**config.mk**
```make
export PLATFORM = sky130hd
export DESIGN_NAME = usp_div_cell
export DESIGN_NICKNAME = d
export VERILOG_FILES = /design/src/hw/rtl/usp_pkg.sv /design/src/hw/rtl/usp_div_cell.sv
export SDC_FILE = /design/constraint.sdc
export NUM_CORES = 1
export LEC_CHECK = 0
export ABC_AREA = 0
export ABC_CLOCK_PERIOD_IN_PS = 800
export BUFFER_PORTS_ARGS = -buffer_cell sky130_fd_sc_hd__buf_2
export CAP_MARGIN = 20
export CORE_AREA = 4 4 227 229
export CTS_BUF_LIST = sky130_fd_sc_hd__clkbuf_8 sky130_fd_sc_hd__clkbuf_16
export DETAILED_ROUTE_END_ITERATION = 7
export DIE_AREA = 0 0 231 233
export PLACE_DENSITY_LB_ADDON = 0.1
export SYNTH_ARGS = -nofsm -noshare
export SYNTH_HDL_FRONTEND = slang
export SYNTH_SLANG_ARGS = --single-unit
```
**constraint.sdc**
```tcl
create_clock -name clk -period 0.8 [get_ports clk]
set_input_delay 0.04 -clock clk [delete_from_list [all_inputs] [get_ports clk]]
set_output_delay 0.04 -clock clk [all_outputs]
set_load 0.005 [all_outputs]
```
**src/hw/rtl/usp_pkg.sv**
```systemverilog
// shared types, codes and defaults for the uniform sum density/distribution unit
`default_nettype none
package usp_pkg;

    localparam int DEF_FRAC_BITS  = 16;
    localparam int DEF_DATA_WIDTH = 32;

    // configuration register indexes
    localparam logic [1:0] REG_LOW_FIRST   = 2'd0;
    localparam logic [1:0] REG_HIGH_FIRST  = 2'd1;
    localparam logic [1:0] REG_LOW_SECOND  = 2'd2;
    localparam logic [1:0] REG_HIGH_SECOND = 2'd3;

    // status codes
    localparam logic [1:0] ST_OK      = 2'd0;
    localparam logic [1:0] ST_INVALID = 2'd1;
    localparam logic [1:0] ST_SAT     = 2'd2;

    // mode selector
    localparam logic MODE_CDF = 1'b1;

    // segment of the piecewise curve
    typedef enum logic [2:0] {
        SEG_ZERO = 3'd0,
        SEG_ONE  = 3'd1,
        SEG_RISE = 3'd2,
        SEG_FLAT = 3'd3,
        SEG_FALL = 3'd4
    } seg_t;

    // per-item flags carried along the divider chain
    typedef struct packed {
        logic inval;
        logic fall;
        logic ovf;
    } flags_t;

endpackage
`default_nettype wire

```
**src/hw/rtl/usp_div_cell.sv**
```systemverilog
// one restoring division cell, resolves one quotient bit per item
`default_nettype none
module usp_div_cell
    import usp_pkg::*;
#(
    parameter int W     = DEF_DATA_WIDTH,
    parameter int CW    = 3 * DEF_DATA_WIDTH + 2 * DEF_FRAC_BITS + 2,
    parameter int SHIFT = 0
)
(
    input  wire logic          clk,
    input  wire logic          rst_n,
    input  wire logic          en,
    input  wire logic          in_valid,
    input  wire logic [CW-1:0] in_rem,
    input  wire logic [CW-1:0] in_den,
    input  wire logic [W-1:0]  in_quo,
    input  wire flags_t        in_flags,
    output logic               out_valid,
    output logic [CW-1:0]      out_rem,
    output logic [CW-1:0]      out_den,
    output logic [W-1:0]       out_quo,
    output flags_t             out_flags
);

    logic [CW-1:0] trial;
    logic          take;
    logic [W-1:0]  quo_next;

    assign trial = in_den << SHIFT;
    assign take  = (in_rem >= trial);

    always_comb
    begin
        quo_next = in_quo;
        quo_next[SHIFT] = take;
    end

    always_ff @(posedge clk or negedge rst_n)
    begin
        if (!rst_n)
        begin
            out_valid <= 1'b0;
        end
        else if (en)
        begin
            out_valid <= in_valid;
        end
    end

    always_ff @(posedge clk)
    begin
        if (en)
        begin
            out_rem   <= take ? (in_rem - trial) : in_rem;
            out_den   <= in_den;
            out_quo   <= quo_next;
            out_flags <= in_flags;
        end
    end

endmodule
`default_nettype wire

```
==> results of run 1 <==
[layout make-up]
| type | instances | area (sq um) | share of cell area, % |
|---|---|---|---|
| repair buffers | 1639 | 12400 | 35.7 |
| multi-input cells | 1491 | 10700 | 30.8 |
| repair inverters | 2 | 41.3 | 0.119 |
| clock inverters | 30 | 269 | 0.777 |
| well taps | 672 | 841 | 2.43 |
| inverters | 163 | 632 | 1.82 |
| diodes | 11 | 27.5 | 0.0795 |
| clock buffers | 37 | 926 | 2.67 |
| flip-flops and latches | 296 | 8880 | 25.7 |
[layout by cell type (no fill, tap or decap), types with 9 or more instances in the layout]
master,count
buf_4,688
buf_2,585
dlygate4sd3_1,296
edfxtp_1,295
a21oi_1,190
inv_1,161
nand2_1,160
nor2_1,153
ha_1,117
a21oi_2,100
o21ai_0,94
nand4_1,70
xnor2_1,70
a21o_1,65
xor2_1,49
clkbuf_16,46
o21bai_1,42
nor2_4,37
nor2_2,33
nor3_1,26
buf_12,26
buf_6,20
o21ai_1,18
a31oi_1,17
nand3_1,15
o21a_1,14
o31ai_1,12
diode_2,11
nor2b_1,11
nor4_1,9
o21ai_2,9
a211o_1,9
nand2_4,9
clkinv_1,9
[metrics by stage]
stage	util, %	area [sq um]	setup WS, ns	TNS [ns]	total power [uW]
5_1_grt	69.7	34600	-2.52	-412.59	61700
6_report	69.7	34600	-2.47	-393.04	59000
2_1_floorplan	-	19600	-2.51	-315.58	28000
3_5_place_dp	57.2	28400	-3.06	-397.52	37800
4_1_cts	68.2	33800	-2.38	-399.94	58000
3_3_place_gp	57.2	28400	-3.02	-389.45	37600
[path summary, 6_finish.rpt]
path                                  startpoint                     to  slack (ns)  depth (start not counted)
setup / recovery                       in_rem[1]  out_rem[20]$_DFFE_PP_       -2.47                         20
hold / removal                         in_den[0]   out_den[0]$_DFFE_PP_       -0.32                          1
setup reg to reg           out_valid$_DFFE_PN0P_  out_valid$_DFFE_PN0P_        0.06                          1
hold reg to reg            out_valid$_DFFE_PN0P_  out_valid$_DFFE_PN0P_        0.51                          1
max in group asynchronous                  rst_n  out_valid$_DFFE_PN0P_        0.32                          3
min in group asynchronous                  rst_n  out_valid$_DFFE_PN0P_        0.37                          3
[worst max-delay path, cell delays in order]
cell	delay, ns
buf_2	0.12
buf_4	0.14
fa_2	0.39
a21o_1	0.20
a31oi_4	0.21
or4b_4	0.21
a21oi_4	0.06
a211oi_4	0.32
or4b_4	0.23
a21oi_4	0.06
a21o_4	0.23
a2111o_1	0.44
nand2_4	0.14
inv_12	0.04
buf_12	0.13
buf_12	0.13
buf_12	0.13
clkbuf_16	0.16
nor2_2	0.12
a21oi_2	0.04
[sequential cells by signal (all words and copies together), names as in the netlist]
name	cells
out_den	130
out_flags	3
out_quo	32
out_rem	130
out_valid	1
[logic make-up after synthesis]
group | Yosys count | synth area share [%]
xor gates and xnor gates | 121 | 5.46
adders and majority gates | 131 | 8.48
and+or+nand+nor | 582 | 13.5
buffers and inverters | 264 | 5.68
DFF | 296 | 45.8
muxes | 3 | 0.168
AOI/OAI and AO/OA | 654 | 20.9
[per-layer routing]
layer  track usage (%)  wire length, um  vias up
met5                 0               39        -
met4              11.7             3350        8
met3              5.79             6190      177
met2              52.0            42300      856
met1              36.5            34600    10700
li1                  -                -    10600
[power by group]
group / switching [uW] / leakage, uW / internal [uW]
registers: 572 / 0.00290 / 19200
clock network: 7100 / 0.000589 / 9810
logic: 11100 / 0.0124 / 11300
[what timing repair did]
item | CTS | global route
buffers inserted | 20 | 18
gates resized for setup | 180 | 167
setup endpoints to repair | 427 | 427
hold endpoints to repair | 314 | 16
cloned | 15 | 10
pin swaps | 26 | 48
==> impl_metrics.toml, run 1 <==
[min_path]
hold_class = "primary input to register"

[critical_path]
startpoint_type = "primary input"
crit_path_max_fanout = 5
crit_type = "primary input to register"
cp_data_arrival_time_ns = 3.58
crit_required_ns = 1.11
crit_path_end_kind = "register"

[power]
leakagePower_uw = 0.0159
p_per_area_nw_per_um2 = 1700
vdd_ir_drop_max_v = 0.00161

[yosys]
ys_seq_elements = 296
netlist_instances = 2051
synth_cell_types = 78
synth_seq_area_share_pct = 45.8
avgSynthCellArea_sq_um = 9.46
yosysMostFrequentCell = "edfxtp_1"
synth_area_leaders = "edfxtp_1, ha_1, a21oi_1"
yosysTopAreaCell = "edfxtp_1"
synth_flop_cell = "edfxtp_1"
yosysWarnings = 0
yosysTopAreaCellShare_pct = 45.6
synthesis.nets = 2481
synth_edf_count = 295
syn_area_sq_um = 19400
async_flop_share_pct = 0.338
ys_top_cells_by_count = "edfxtp_1, a21oi_1, nor2_1"

[timing]
finalHoldViolations = 16
worst_pin_slew_ns = 0.944
rsz0062_at_grt = "yes"
slew_headroom_pct = 36.6
max_clock_freq_ghz = 0.305
period_share_pct = 409
finClkSkew_ns = 0
slew_violations = 0
setup_ws_ns = -2.47
setup_viol = 427
period_needed_ns = 3.27
timing.hold.ws_ns = -0.324

[drt]
wl_per_cell_um = 19.9
drtIter0Drc = 1592
ant_nets = 0
drtPass1Iterations = 5
remaining_drc_errors = 0
via_count = 22400
wirelength_um = 86400
via_per_inst = 5.16

[die]
rows = 82
core_region_area_sq_um = 49700
start_util_pct = 39.1
die_h_um = 233
die_area_sq_um = 53800
die_x_um = 231
io_pins = 595

[global_routing]
grt_first_pass_wirelength_um = 126000
grtUsageTotal_pct = 29.8
antenna_found_initial = 13
grt_overflow_total = 0
grt_max_degree = 30
grt_pass1_vias = 22900

[final_layout]
finalNonFillerCells = 4341
final_nets = 4060
drive_gt1_share_pct = 45.8
nFillCells = 3893
syn2layout_area_growth_pct = 78.4

[clocking]
cts_tree = "done"
cts_root_buf = "clkbuf_16"
cts_max_level = 2
cts_buffer_depth = 3
clock_sinks = 296
cts_buffers = 37
clk_latency_ns = 0.55
cts_hold_buf = 296
clk_pin_slew_ns = 0.06

[placement]
io_buffers = 593
gp_congestion = 0.953
place_inst = 3917
dp_hpwl_um = 63800

[job]
drv_cap = 0

[status]
status = "complete, but fails checks"
violations = "hold timing, setup timing"
(Power assumes the default switching activity.)
==> inputs of run 2 (changes only) <==
--- a/config.mk
+++ b/config.mk
@@ -17,3 +17,4 @@
 export SYNTH_ARGS = -nofsm -noshare
 export SYNTH_HDL_FRONTEND = slang
 export SYNTH_SLANG_ARGS = --single-unit
+export TNS_END_PERCENT = 50
==> impl_metrics.toml, run 2 (synthesis results as in run 1) <==
[status]
status = "complete, but fails checks"
violations = "setup timing"

[final_layout]
final_nets = 4109
finalNonFillerCells = 4380
top_regs = "out_den: 130 flops, out_rem: 130 flops, out_quo: 32 flops"
syn2layout_area_growth_pct = 81.4
final_common_cell = "buf_4"
nFillCells = 3789
utilization_pct = 70.9
final-seq-area_sq_um = 8880
multi_input_area_sq_um = 10700
mostFrequentLayoutCells = "buf_4, buf_2, dlygate4sd3_1"
drive_gt1_share_pct = 46.4

[drt]
via_count = 22600
ant_nets = 0
remaining_drc_errors = 0
via_per_inst = 5.16
wl_per_cell_um = 20.6
drtIter0Drc = 1384
drtPass1Iterations = 7
wirelength_um = 90200

[min_path]
min_path_cells = 3
hold_class = "primary input to register"
min_from = "en"

[timing]
max_clock_freq_ghz = 0.314
setup_tns_ns = -409.08
period_needed_ns = 3.19
finalHoldViolations = 0
setup_ws_ns = -2.39
rsz0062_at_grt = "yes"
slew_headroom_pct = 60.1
period_share_pct = 398
setup_viol = 501
worst_pin_slew_ns = 0.592
finClkSkew_ns = 0
slew_violations = 0

[power]
leakagePower_uw = 0.0162
p_per_area_nw_per_um2 = 1680
vdd_ir_drop_max_v = 0.00151

[global_routing]
grt_max_degree = 52
grt_overflow_total = 0
grtUsageTotal_pct = 30.5
grt_pass1_vias = 23100
grt_first_pass_wirelength_um = 129000
antenna_found_initial = 6

[clocking]
clk_latency_ns = 0.55
cts_buffer_depth = 3
cts_root_buf = "clkbuf_16"
clk_pin_slew_ns = 0.06
clock_sinks = 296
cts_buffers = 34
cts_max_level = 2
cts_tree = "done"

[placement]
dp_hpwl_um = 64800
gp_congestion = 0.946
place_inst = 3946
io_buffers = 593

[critical_path]
crit_path_end_kind = "register"
r2r-start = "out_valid$_DFFE_PN0P_"
crit_path_max_fanout = 6
worst-r2r-cell-count = 1
crit_required_ns = 1.18
startpoint_type = "primary input"
worstSetupStartpoint = "in_den[1]"
cp_data_arrival_time_ns = 3.57
crit_type = "primary input to register"

[die]
die_x_um = 231
core_region_area_sq_um = 49700
io_pins = 595
die_h_um = 233
die_area_sq_um = 53800
start_util_pct = 39.1
rows = 82

[job]
drv_cap = 0
==> run 2: worst max-delay path, cell delays in order <==
cell and delay [ns]:
buf_2 0.12, inv_2 0.07, buf_4 0.11, fa_2 0.19, a21o_1 0.17, a31oi_4 0.11
or4b_4 0.58, a21oi_4 0.17, a211oi_4 0.07, or4b_4 0.55, a21oi_4 0.20, a21o_4 0.16
a2111o_1 0.18, nand2_4 0.11, inv_12 0.10, buf_6 0.09, buf_6 0.09, buf_12 0.13
buf_16 0.15, nor2_2 0.04, a21oi_1 0.12
==> run 2: path summary, 6_finish.rpt <==
path,to,slack (ns)
hold / removal,out_den[104]$_DFFE_PP_,0.03
max in group asynchronous,out_valid$_DFFE_PN0P_,0.35
min in group asynchronous,out_valid$_DFFE_PN0P_,0.35
setup / recovery,out_rem[56]$_DFFE_PP_,-2.39
setup reg to reg,out_valid$_DFFE_PN0P_,0.05
hold reg to reg,out_valid$_DFFE_PN0P_,0.52
==> run 2: cell type report <==
class	count	area share, %
timing repair buffer	1692	37.0
multi-input combinational	1491	30.4
sequential	296	25.2
clock buffer	35	2.49
tap	672	2.39
inverter	163	1.80
clock inverter	26	0.661
timing repair inverter	1	0.0853
antenna	4	0.0284
==> run 2: timing repair <==
item | CTS | global route
pin swaps | 34 | 38
endpoints found under the setup margin | 427 | 501
endpoints found under the hold margin | 312 | 2
hold buffers | 295 | 3
buffers inserted | 28 | 19
cloned | 12 | 18
resized for setup | 119 | 229
==> run 2: metal layers <==
layer  up-vias  share of wire, %  global-route usage (%)
met5         -             0.039                       0
met4         6               3.5                    8.63
met3       177               5.8                    5.00
met2       823                50                    55.1
met1     10900                41                    37.6
li1      10700                 -                       -
==> run 2: stage by stage <==
| step | instance area [sq um] | hold WS, ns | setup WS [ns] | power [uW] |
|---|---|---|---|---|
| finish | 35200 | 0.0281 | -2.39 | 59100 |
| global placement | 28600 | -0.186 | -3.34 | 37800 |
| detailed placement | 28600 | -0.179 | -3.39 | 38000 |
| floorplan | 19600 | -0.256 | -2.51 | 28000 |
| global route | 35200 | 0.0190 | -2.48 | 61600 |
| CTS | 33700 | -0.344 | -2.39 | 56700 |
==> run 2: power by group <==
| group | switching (uW) | leakage, uW | internal [uW] |
|---|---|---|---|
| Combinational | 11500 | 0.0127 | 11800 |
| Clock | 6730 | 0.000560 | 9270 |
| Sequential | 565 | 0.00290 | 19200 |
| Total | 18800 | 0.0162 | 40300 |
